File: config.mk
export PLATFORM = sky130hd
export DESIGN_NAME = glyph_readability_check_top
export DESIGN_NICKNAME = d
export VERILOG_FILES = /design/src/hw/rtl/grc_pkg.sv /design/src/hw/rtl/grc_ram.sv /design/src/hw/rtl/glyph_readability_check_top.sv
export SDC_FILE = /design/constraint.sdc
export NUM_CORES = 2
export LEC_CHECK = 0
export ABC_CLOCK_PERIOD_IN_PS = 29200
export BUFFER_PORTS_ARGS = -buffer_cell sky130_fd_sc_hd__buf_2
export CAP_MARGIN = 20
export CORE_AREA = 4 4 578 580
export CTS_CLUSTER_SIZE = 8
export DETAILED_ROUTE_END_ITERATION = 6
export DIE_AREA = 0 0 582 584
export HOLD_SLACK_MARGIN = 0.08
export MAX_ROUTING_LAYER = met4
export PLACE_DENSITY_LB_ADDON = 0.08
export SYNTH_ARGS = -nofsm -noshare
export SYNTH_HDL_FRONTEND = slang
export SYNTH_SLANG_ARGS = --single-unit
export TNS_END_PERCENT = 50
File: constraint.sdc
create_clock -name clock -period 29.2 [get_ports clock]
set_input_delay 2.92 -clock clock [delete_from_list [all_inputs] [get_ports clock]]
set_output_delay 2.92 -clock clock [all_outputs]
set_load 0.02 [all_outputs]
File: src/hw/rtl/grc_pkg.sv
// Shared types and constants of the glyph readability check.
// Holds the sequencer state type, verdict codes and register indexes.
// Depends on nothing.
`timescale 1ns / 1ps

package grc_pkg;

   localparam int PIXEL_W   = 8;
   localparam int BBOX_W    = 9;
   localparam int VERDICT_W = 3;
   localparam int COUNT_W   = 9;
   localparam int CSR_IDX_W = 3;
   localparam int CSR_DAT_W = 16;

   // Register indexes on the configuration channel.
   localparam logic [CSR_IDX_W-1:0] CSR_ENABLE     = 3'd0;
   localparam logic [CSR_IDX_W-1:0] CSR_GLYPH_SIDE = 3'd1;
   localparam logic [CSR_IDX_W-1:0] CSR_MIN_RATIO  = 3'd2;
   localparam logic [CSR_IDX_W-1:0] CSR_BASE_OFS   = 3'd3;
   localparam logic [CSR_IDX_W-1:0] CSR_SMALL_STEP = 3'd4;

   // Verdict codes of a result.
   localparam logic [VERDICT_W-1:0] VERDICT_DISABLED   = 3'd0;
   localparam logic [VERDICT_W-1:0] VERDICT_LARGE_FONT = 3'd1;
   localparam logic [VERDICT_W-1:0] VERDICT_SMALL_BBOX = 3'd2;
   localparam logic [VERDICT_W-1:0] VERDICT_CORE_COUNT = 3'd3;
   localparam logic [VERDICT_W-1:0] VERDICT_CORE_DEPTH = 3'd4;
   localparam logic [VERDICT_W-1:0] VERDICT_READABLE   = 3'd5;

   // Sequencer states.
   typedef enum logic [13:0] {
      ST_IDLE   = 14'b00000000000001,
      ST_PREP   = 14'b00000000000010,
      ST_CHECK  = 14'b00000000000100,
      ST_BRD    = 14'b00000000001000,
      ST_BACC   = 14'b00000000010000,
      ST_BTHR   = 14'b00000000100000,
      ST_BCMP   = 14'b00000001000000,
      ST_DINIT  = 14'b00000010000000,
      ST_DSELF  = 14'b00000100000000,
      ST_DRD    = 14'b00001000000000,
      ST_DACC   = 14'b00010000000000,
      ST_DEVAL  = 14'b00100000000000,
      ST_DECIDE = 14'b01000000000000,
      ST_FINISH = 14'b10000000000000
   } state_type;

endpackage

File: src/hw/rtl/grc_ram.sv
// Simple dual-port memory with one write port and one registered read port.
// Used for the pixel store and the binary store; no dependencies.
`timescale 1ns / 1ps

module grc_ram #(
   parameter int DATA_W = 8,
   parameter int DEPTH  = 361
) (
   input  logic                     clock,
   input  logic                     wr_en,
   input  logic [$clog2(DEPTH)-1:0] wr_addr,
   input  logic [DATA_W-1:0]        wr_data,
   input  logic [$clog2(DEPTH)-1:0] rd_addr,
   output logic [DATA_W-1:0]        rd_data
);

   logic [DATA_W-1:0] mem [DEPTH];
   logic [DATA_W-1:0] rd_data_ff;

   // Write port.
   always_ff @(posedge clock) begin
      if (wr_en) begin
         mem[wr_addr] <= wr_data;
      end
   end

   // Registered read port.
   always_ff @(posedge clock) begin
      rd_data_ff <= mem[rd_addr];
   end

   assign rd_data = rd_data_ff;

endmodule

File: src/hw/rtl/glyph_readability_check_top.sv
// Top level of the glyph readability check: stream ports, register file,
// sequencer and the shared arithmetic. Uses grc_pkg and grc_ram.
`timescale 1ns / 1ps

// Pixels of a glyph of side S arrive one per cycle in raster order and are
// stored; the pixel marked last starts the decision and yields one result.
// While the decision runs, the input is not ready. Disabled blocks, fonts of
// FONT_SIZE_LIMIT and above, and small bounding boxes skip the binarisation
// and distance passes. Otherwise each pixel is binarised by reading its w*w
// box neighbors (w = 3, or 5 when S > 15) through the single read port of
// the pixel memory, and then each foreground pixel scans the whole binary
// memory for the nearest background pixel; a background pixel skips the
// scan. The binary memory read port serialises this scan. Pixels of the
// next glyph may load while a result waits.

module glyph_readability_check_top #(
   parameter int FONT_SIZE_LIMIT = 20
) (
   input  logic                           clock,
   input  logic                           reset,
   // req_tdata: pixel [7:0], bbox_area [16:8], zero fill above
   input  logic                           req_tvalid,
   output logic                           req_tready,
   input  logic [23:0]                    req_tdata,
   input  logic                           req_tlast,
   // rsp_tdata: disposable [0], verdict [3:1], core_count [12:4], zero fill
   output logic                           rsp_tvalid,
   input  logic                           rsp_tready,
   output logic [15:0]                    rsp_tdata,
   input  logic                           csr_valid,
   output logic                           csr_ready,
   input  logic [grc_pkg::CSR_IDX_W-1:0]  csr_index,
   input  logic [grc_pkg::CSR_DAT_W-1:0]  csr_data
);

   import grc_pkg::*;

   localparam int MAX_SIDE = FONT_SIZE_LIMIT - 1;
   localparam int DEPTH    = MAX_SIDE * MAX_SIDE;
   localparam int AW       = $clog2(DEPTH);
   localparam int CW       = $clog2(DEPTH + 1);
   localparam int SW       = $clog2(FONT_SIZE_LIMIT);

   // Configuration registers.
   logic        enable_ff, enable_in;
   logic [7:0]  side_ff, side_in;
   logic [15:0] ratio_ff, ratio_in;
   logic [15:0] base_ff, base_in;
   logic [15:0] step_ff, step_in;

   state_type   state_ff, state_in;
   logic [CW-1:0] cnt_ff, cnt_in;
   logic [8:0]  bbox_ff, bbox_in;
   logic [SW-1:0] r_ff, r_in, c_ff, c_in, r2_ff, r2_in, c2_ff, c2_in;
   logic [2:0]  ti_ff, ti_in, tj_ff, tj_in;
   logic [2*SW-1:0] ss_ff, ss_in;
   logic [11:0] sp5_ff, sp5_in;
   logic [28:0] sub_ff, sub_in;
   logic [33:0] nsub_ff, nsub_in;
   logic [12:0] sum_ff, sum_in;
   logic [7:0]  p_ff, p_in;
   logic        inr_ff, inr_in;
   logic [33:0] thr_ff, thr_in;
   logic [28:0] lhs_ff, lhs_in;
   logic [10:0] best_ff, best_in;
   logic [8:0]  count_ff, count_in;
   logic        deep_ff, deep_in;
   logic [2:0]  verd_ff, verd_in;
   logic        disp_ff, disp_in;
   logic        rsp_valid_ff, rsp_valid_in;
   logic [15:0] rsp_data_ff, rsp_data_in;

   // Memory ports.
   logic          g_we, b_we, b_wdata;
   logic [AW-1:0] g_waddr, g_raddr, b_waddr, b_raddr;
   logic [7:0]    g_rdata;
   logic          b_rdata;

   // Derived values.
   logic [SW-1:0]   s_n;
   logic            wide;
   logic [4:0]      n_val;
   logic [SW:0]     h_val;
   logic [2:0]      tap_end;
   logic [SW:0]     rp, cp;
   logic            rin, cin;
   logic [SW-1:0]   rr, cc;
   logic [AW-1:0]   tap_addr, cur_addr, scan_addr;
   logic            row_end, col_end, scan_row_end, scan_col_end;
   logic [SW-1:0]   dr, dc;
   logic [10:0]     sq_dist;
   logic [SW:0]     m_val;
   logic [3:0]      k_val;
   logic            core, over;

   assign s_n     = side_ff[SW-1:0];
   assign wide    = side_ff > 8'd15;
   assign n_val   = wide ? 5'd25 : 5'd9;
   assign h_val   = wide ? (SW+1)'(2) : (SW+1)'(1);
   assign tap_end = wide ? 3'd4 : 3'd2;
   assign k_val   = (side_ff < 8'd15) ? 4'(8'd15 - side_ff) : 4'd0;

   // Box window tap coordinates with padding detection.
   assign rp       = {1'b0, r_ff} + (SW+1)'(ti_ff);
   assign cp       = {1'b0, c_ff} + (SW+1)'(tj_ff);
   assign rin      = (rp >= h_val) && ((rp - h_val) < {1'b0, s_n});
   assign cin      = (cp >= h_val) && ((cp - h_val) < {1'b0, s_n});
   assign rr       = SW'(rp - h_val);
   assign cc       = SW'(cp - h_val);
   assign tap_addr = AW'((2*SW)'(rr) * (2*SW)'(s_n) + (2*SW)'(cc));
   assign cur_addr = AW'((2*SW)'(r_ff) * (2*SW)'(s_n) + (2*SW)'(c_ff));
   assign scan_addr = AW'((2*SW)'(r2_ff) * (2*SW)'(s_n) + (2*SW)'(c2_ff));

   assign col_end      = c_ff == s_n - SW'(1);
   assign row_end      = r_ff == s_n - SW'(1);
   assign scan_col_end = c2_ff == s_n - SW'(1);
   assign scan_row_end = r2_ff == s_n - SW'(1);

   // Squared distance to the scanned pixel.
   assign dr      = (r_ff >= r2_ff) ? r_ff - r2_ff : r2_ff - r_ff;
   assign dc      = (c_ff >= c2_ff) ? c_ff - c2_ff : c2_ff - c_ff;
   assign sq_dist = 11'(10'(dr) * 10'(dr)) + 11'(10'(dc) * 10'(dc));

   // Distance to the zero frame around the glyph.
   always_comb begin
      logic [SW:0] a1, a2, a3, a4;
      a1 = {1'b0, r_ff} + (SW+1)'(1);
      a2 = {1'b0, c_ff} + (SW+1)'(1);
      a3 = {1'b0, s_n} - {1'b0, r_ff};
      a4 = {1'b0, s_n} - {1'b0, c_ff};
      m_val = a1;
      if (a2 < m_val) m_val = a2;
      if (a3 < m_val) m_val = a3;
      if (a4 < m_val) m_val = a4;
   end

   // Depth tests against the allowed shell and the depth limit.
   always_comb begin
      if (side_ff <= 8'd10) begin
         core = (18'(best_ff) * 18'd100) > 18'd361;
         over = (18'(best_ff) * 18'd100) > 18'd841;
      end else begin
         core = (16'(best_ff) * 16'd25) > 16'(ss_ff);
         over = (16'(best_ff) * 16'd25) > 16'(sp5_ff);
      end
   end

   grc_ram #(.DATA_W(8), .DEPTH(DEPTH)) u_glyph_ram (
      .clock   (clock),
      .wr_en   (g_we),
      .wr_addr (g_waddr),
      .wr_data (req_tdata[7:0]),
      .rd_addr (g_raddr),
      .rd_data (g_rdata)
   );

   grc_ram #(.DATA_W(1), .DEPTH(DEPTH)) u_binary_ram (
      .clock   (clock),
      .wr_en   (b_we),
      .wr_addr (b_waddr),
      .wr_data (b_wdata),
      .rd_addr (b_raddr),
      .rd_data (b_rdata)
   );

   assign req_tready = state_ff == ST_IDLE;
   assign csr_ready  = 1'b1;
   assign rsp_tvalid = rsp_valid_ff;
   assign rsp_tdata  = rsp_data_ff;

   assign g_we    = req_tvalid && req_tready && (cnt_ff < CW'(DEPTH));
   assign g_waddr = AW'(cnt_ff);
   assign g_raddr = tap_addr;
   assign b_we    = state_ff == ST_BCMP;
   assign b_waddr = cur_addr;
   assign b_wdata = 34'(lhs_ff) > thr_ff;
   assign b_raddr = (state_ff == ST_DINIT) ? cur_addr : scan_addr;

   // Sequencer and datapath next state.
   always_comb begin
      logic [28:0] sh;
      enable_in = enable_ff;  side_in = side_ff;  ratio_in = ratio_ff;
      base_in = base_ff;      step_in = step_ff;
      state_in = state_ff;    cnt_in = cnt_ff;    bbox_in = bbox_ff;
      r_in = r_ff;  c_in = c_ff;  r2_in = r2_ff;  c2_in = c2_ff;
      ti_in = ti_ff;  tj_in = tj_ff;
      ss_in = ss_ff;  sp5_in = sp5_ff;  sub_in = sub_ff;  nsub_in = nsub_ff;
      sum_in = sum_ff;  p_in = p_ff;  inr_in = inr_ff;
      thr_in = thr_ff;  lhs_in = lhs_ff;  best_in = best_ff;
      count_in = count_ff;  deep_in = deep_ff;
      verd_in = verd_ff;  disp_in = disp_ff;
      rsp_valid_in = rsp_valid_ff;  rsp_data_in = rsp_data_ff;
      sh = {sum_ff, 16'b0};

      // Configuration writes.
      if (csr_valid && csr_ready) begin
         case (csr_index)
            CSR_ENABLE:     enable_in = csr_data[0];
            CSR_GLYPH_SIDE: side_in   = csr_data[7:0];
            CSR_MIN_RATIO:  ratio_in  = csr_data;
            CSR_BASE_OFS:   base_in   = csr_data;
            CSR_SMALL_STEP: step_in   = csr_data;
            default: ;
         endcase
      end

      // Result register drains independently.
      if (rsp_valid_ff && rsp_tready) begin
         rsp_valid_in = 1'b0;
      end

      case (state_ff)
         ST_IDLE: begin
            if (req_tvalid) begin
               if (cnt_ff < CW'(DEPTH)) cnt_in = cnt_ff + CW'(1);
               if (req_tlast) begin
                  cnt_in   = '0;
                  bbox_in  = req_tdata[16:8];
                  state_in = ST_PREP;
               end
            end
         end
         ST_PREP: begin
            ss_in  = (2*SW)'(s_n) * (2*SW)'(s_n);
            sp5_in = 12'(6'(s_n) + 6'd5) * 12'(6'(s_n) + 6'd5);
            sub_in = 29'(base_ff) * 29'd255 + ((29'(k_val) * 29'(step_ff)) << 8);
            count_in = '0;
            deep_in  = 1'b0;
            disp_in  = 1'b0;
            state_in = ST_CHECK;
         end
         ST_CHECK: begin
            nsub_in = 34'(n_val) * 34'(sub_ff);
            r_in = '0;  c_in = '0;  ti_in = '0;  tj_in = '0;  sum_in = '0;
            if (!enable_ff) begin
               verd_in  = VERDICT_DISABLED;
               state_in = ST_FINISH;
            end else if (side_ff >= 8'(FONT_SIZE_LIMIT)) begin
               verd_in  = VERDICT_LARGE_FONT;
               state_in = ST_FINISH;
            end else if (26'({bbox_ff, 16'b0}) < 26'(ratio_ff) * 26'(ss_ff)) begin
               verd_in  = VERDICT_SMALL_BBOX;
               state_in = ST_FINISH;
            end else if (side_ff == 8'd0) begin
               state_in = ST_DECIDE;
            end else begin
               state_in = ST_BRD;
            end
         end
         // Box sum: issue one tap read.
         ST_BRD: begin
            inr_in   = rin && cin;
            state_in = ST_BACC;
         end
         ST_BACC: begin
            if (inr_ff) sum_in = sum_ff + 13'(g_rdata);
            if ((SW+1)'(ti_ff) == h_val && (SW+1)'(tj_ff) == h_val) p_in = g_rdata;
            state_in = ST_BRD;
            if (tj_ff == tap_end) begin
               tj_in = '0;
               ti_in = ti_ff + 3'd1;
               if (ti_ff == tap_end) begin
                  ti_in    = '0;
                  state_in = ST_BTHR;
               end
            end else begin
               tj_in = tj_ff + 3'd1;
            end
         end
         // Threshold and scaled pixel for the comparison.
         ST_BTHR: begin
            thr_in   = (34'(sh) > nsub_ff) ? 34'(sh) - nsub_ff : 34'd0;
            lhs_in   = {13'(n_val) * 13'(p_ff), 16'b0};
            state_in = ST_BCMP;
         end
         ST_BCMP: begin
            sum_in   = '0;
            state_in = ST_BRD;
            if (col_end) begin
               c_in = '0;
               r_in = r_ff + SW'(1);
               if (row_end) begin
                  r_in     = '0;
                  state_in = ST_DINIT;
               end
            end else begin
               c_in = c_ff + SW'(1);
            end
         end
         // Distance pass: read own binary value first.
         ST_DINIT: begin
            state_in = ST_DSELF;
         end
         ST_DSELF: begin
            r2_in = '0;
            c2_in = '0;
            if (!b_rdata) begin
               best_in  = '0;
               state_in = ST_DEVAL;
            end else begin
               best_in  = 11'(m_val) * 11'(m_val);
               state_in = ST_DRD;
            end
         end
         ST_DRD: begin
            state_in = ST_DACC;
         end
         ST_DACC: begin
            if (!b_rdata && sq_dist < best_ff) best_in = sq_dist;
            state_in = ST_DRD;
            if (scan_col_end) begin
               c2_in = '0;
               r2_in = r2_ff + SW'(1);
               if (scan_row_end) begin
                  r2_in    = '0;
                  state_in = ST_DEVAL;
               end
            end else begin
               c2_in = c2_ff + SW'(1);
            end
         end
         ST_DEVAL: begin
            if (core && count_ff != 9'd511) count_in = count_ff + 9'd1;
            if (over) deep_in = 1'b1;
            state_in = ST_DINIT;
            if (col_end) begin
               c_in = '0;
               r_in = r_ff + SW'(1);
               if (row_end) begin
                  r_in     = '0;
                  state_in = ST_DECIDE;
               end
            end else begin
               c_in = c_ff + SW'(1);
            end
         end
         ST_DECIDE: begin
            if (side_ff >= 8'd6 && count_ff > {1'b0, side_ff - 8'd6}) begin
               verd_in = VERDICT_CORE_COUNT;
               disp_in = 1'b1;
            end else if (deep_ff) begin
               verd_in = VERDICT_CORE_DEPTH;
               disp_in = 1'b1;
            end else begin
               verd_in = VERDICT_READABLE;
            end
            state_in = ST_FINISH;
         end
         // Hand the result over once the output register is free.
         ST_FINISH: begin
            if (!rsp_valid_ff || rsp_tready) begin
               rsp_valid_in = 1'b1;
               rsp_data_in  = {3'b0, count_ff, verd_ff, disp_ff};
               state_in     = ST_IDLE;
            end
         end
         default: begin
            state_in = ST_IDLE;
         end
      endcase
   end

   // Control registers.
   always_ff @(posedge clock) begin
      if (reset) begin
         state_ff     <= ST_IDLE;
         cnt_ff       <= '0;
         rsp_valid_ff <= 1'b0;
         enable_ff    <= 1'b1;
         side_ff      <= 8'd10;
         ratio_ff     <= 16'd32768;
         base_ff      <= '0;
         step_ff      <= '0;
      end else begin
         state_ff     <= state_in;
         cnt_ff       <= cnt_in;
         rsp_valid_ff <= rsp_valid_in;
         enable_ff    <= enable_in;
         side_ff      <= side_in;
         ratio_ff     <= ratio_in;
         base_ff      <= base_in;
         step_ff      <= step_in;
      end
   end

   // Datapath registers.
   always_ff @(posedge clock) begin
      bbox_ff  <= bbox_in;
      r_ff     <= r_in;
      c_ff     <= c_in;
      r2_ff    <= r2_in;
      c2_ff    <= c2_in;
      ti_ff    <= ti_in;
      tj_ff    <= tj_in;
      ss_ff    <= ss_in;
      sp5_ff   <= sp5_in;
      sub_ff   <= sub_in;
      nsub_ff  <= nsub_in;
      sum_ff   <= sum_in;
      p_ff     <= p_in;
      inr_ff   <= inr_in;
      thr_ff   <= thr_in;
      lhs_ff   <= lhs_in;
      best_ff  <= best_in;
      count_ff <= count_in;
      deep_ff  <= deep_in;
      verd_ff  <= verd_in;
      disp_ff  <= disp_in;
      rsp_data_ff <= rsp_data_in;
   end

endmodule

==> reports/results.tsv <==
metric	value	unit
status	finished clean	
Inst Count DP	14000	
worst-path fanout max	10	
main flop type after synthesis	edfxtp_1	
Crit. path cell count	36	
ratio of cells with drive above 1 in the final layout	17.8	%
VDD IR-drop max	0.0805	mV
vias	86900	
fin cells	14700	
Synth cell types	87	
height of the die	584	um
number of I/O port buffers	56	
Pwr Density	71.9	mW/mm2
Startpoint Class	register	
CP bufs+invs	3	
Avg Synthesized Cell Area	16.5	um2
Setup crit start	c_ff[0]$_SDFFCE_PP0P_	
CP max stage delay	0.67	ns
clock slew at reported path FFs	0.06	ns
DR WL/cell	26.8	um
final wirelength	394	mm
CP max stage cell	edfxtp_1	
final hold vios	0	
# clock sinks	3564	
P_int	9.79	mW
sequential share of the synthesized area	64.7	%
post-DP HPWL	245	mm
Max Slew Vio Count	0	
Area growth syn-to-layout	12.1	%
switching power	3.42	mW
Pleak	64.1	nW
Seq cells post-synth	3564	
fin crit share	34.4	%
H-tree levels	6	
Final min period	10.05	ns
Logic pwr share	16.5	%
total negative slack	0	ns
GR Overflow Total	0	
total core area	0.329	mm2
Initial Utilization	49.8	%
Hold WC Path Type	reg -> reg	
arrival time worst endpoint	10.83	ns
Setup-failing EPs final	0	
Syn Inst Count	9950	
Crit Path Class	reg -> reg	
achievable frequency	99.5	MHz
antenna violations before repair	8	
final setup margin	19.15	ns
vias in the first global route	90200	
Post-synth EDFFs	3474	
setup repair after global routing missed its margin	no	
clock share of power	40.8	%
Total GRT Usage	23.9	%
router iterations before antenna repair	5	
TritonCTS clock tree	done	
DRT antenna net count	0	
pre-CTS WS	19.23	ns
Max-Cap Viols	0	
sequential share of power	42.7	%
total CTS buffers	519	
WP data required	29.99	ns
Nets	11200	
die area	0.340	mm2
reg2reg path depth	36	
worst clock skew	0.0436	ns
clock root buffer master	clkbuf_16	
CTS Buffer Depth	4	
R2R Path Start	c_ff[0]$_SDFFCE_PP0P_	
largest net degree at the start of global routing	182	
IO Pins	68	
Iteration-0 DRC Markers	7669	
relative slew slack	18.5	%
Crit. End Element	register	
Remaining DRCs	0	
first-pass GRT wire length	589	mm
drt via density	5.91	
Placer Congestion	0.829	
Clock Latency Late Sink	1.00	ns
Die Width	582	um
CP delay by family, top	compound AO/OA/AOI/OAI gates	
slew at the pin closest to its max-slew limit	1.22	ns
synthesized area	0.164	mm2
Synth Warn #	0	
postcts setup bufs	0	
Hold Crit Depth	0	
Net Sw Frac	25.9	%
number of core rows	211	
post-cts resize count	0	
asr flop ratio synth	0	%
Hold Crit Start	disp_ff$_DFFE_PP_	
hold_buf cts	0	
## placed cells by master (no fill, tap or decap), types with 28 or more instances in the layout
master and n:
o21bai_1 37, and3_1 29, a31oi_1 32, buf_2 47, fa_1 334, clkbuf_1 51, mux4_2 965, inv_1 690
a21o_1 92, xnor2_1 183, a21oi_1 265, edfxtp_1 3474, nor2_1 1028, and2_1 154, nor2b_1 37, buf_4 123
o21ai_0 105, nand4_1 28, nor3_1 43, clkbuf_16 531, nand2_1 658, nand2b_1 36, xor2_1 69, nand3_1 119
dfxtp_1 90, mux2i_1 76, ha_1 581
## cells by family (layout without fill, tap and decap cells)
logic type | count (synthesis) | count (layout) | share of synthesized area [%]
muxes | 1065 | 1065 | 13.9
DFF | 3564 | 3564 | 64.7
and+or+nand+nor | 2268 | 2268 | 6.00
AOI/OAI and AO/OA | 715 | 715 | 2.76
buffers and inverters | 1158 | 1524 | 2.73
adders and majority gates | 919 | 919 | 8.54
xor gates and xnor gates | 259 | 259 | 1.38
other | 2 | 17 | 0.00458
## worst reg2reg max path: cells and delay by family (launching register included)
kind            cells  cell delay (ns)
compound gates     18             3.99
xor+xnor            3             0.55
fa+ha+maj           8             3.11
buf+inv             3             0.21
flops               1             0.67
mux                 3             0.94
simple gates        1             0.36
## area by class of cell
type	count	area (um2)
Inverter	696	2610
Fill cell	25400	145000
Clock inverter	55	848
Antenna cell	5	12.5
Multi-Input combinational cell	5238	53800
Sequential cell	3564	106000
Tap cell	4366	5460
Clock buffer	583	13500
Timing Repair Buffer	190	1540
## flip-flops by register name, summed over array words and instances (netlist names), 9 cells and up
name,count
rsp_tdata,13
sub_ff,29
lhs_ff,13
step_ff,16
u_binary_ram.mem,361
cnt_ff,9
ss_ff,9
base_ff,16
bbox_ff,9
sum_ff,13
u_glyph_ram.mem,2888
sp5_ff,11
thr_ff,34
count_ff,9
ratio_ff,16
best_ff,11
state_ff,14
nsub_ff,34
## through the flow
stage / total power [mW] / instance area (um2) / hold slack (ns) / util, %
6_report: 13.2 / 184000 / 0.403 / 55.8
5_1_grt: 13.7 / 184000 / 0.417 / 55.8
4_1_cts: 13.4 / 184000 / 0.407 / 55.8
3_5_place_dp: 7.95 / 169000 / 0.405 / 51.4
3_3_place_gp: 7.94 / 169000 / 0.408 / 51.4
2_1_floorplan: 7.11 / 164000 / 0.400 / -
## path summary, 6_finish.rpt
path	slack [ns]	to
worst min-delay path	0.40	rsp_tdata[0]$_DFFE_PP_
worst max register to register	19.15	best_ff[10]$_DFFE_PP_
worst min register to register	0.40	rsp_tdata[0]$_DFFE_PP_
worst max-delay path	19.15	best_ff[10]$_DFFE_PP_
## routing by layer
metal  vias to the layer above  global-route usage (%)  wire, um
met5                         -                       -         0
met4                         0                    6.99     11800
met3                       680                    3.46     22800
met2                      2710                    38.0    193000
met1                     45500                    32.4    166000
li1                      38000                       -         -
## synthesized netlist by cell type (25+ instances only)
master       n  share of area [%]
a21o_1      92               0.42
a21oi_1    266               0.81
a31oi_1     32               0.12
and2_1     154               0.59
and3_1      29               0.11
buf_1       71               0.16
buf_2       58               0.18
clkbuf_1   319               0.73
dfxtp_1     90                1.1
edfxtp_1  3474                 64
fa_1       335                4.1
ha_1       584                4.5
inv_1      691                1.6
mux2i_1     78               0.48
mux4_2     965                 13
nand2_1    672                1.5
nand2b_1    36               0.14
nand3_1    125               0.38
nand4_1     28               0.11
nor2_1    1030                2.4
nor2b_1     37               0.14
nor3_1      44               0.13
nor4_1      28               0.11
o21a_1      25               0.11
o21ai_0    105               0.32
o21bai_1    37               0.17
xnor2_1    189                1.0
xor2_1      70               0.37
## power groups by stage
stage,sequential [mW],clock [mW],combinational [mW]
floorplan,5.74,0,1.38
global placement,5.74,0,2.19
detailed placement,5.75,0,2.20
CTS,5.65,5.50,2.21
global route,5.64,5.73,2.31
finish,5.65,5.39,2.17
Power figures use the tool's default switching activity.
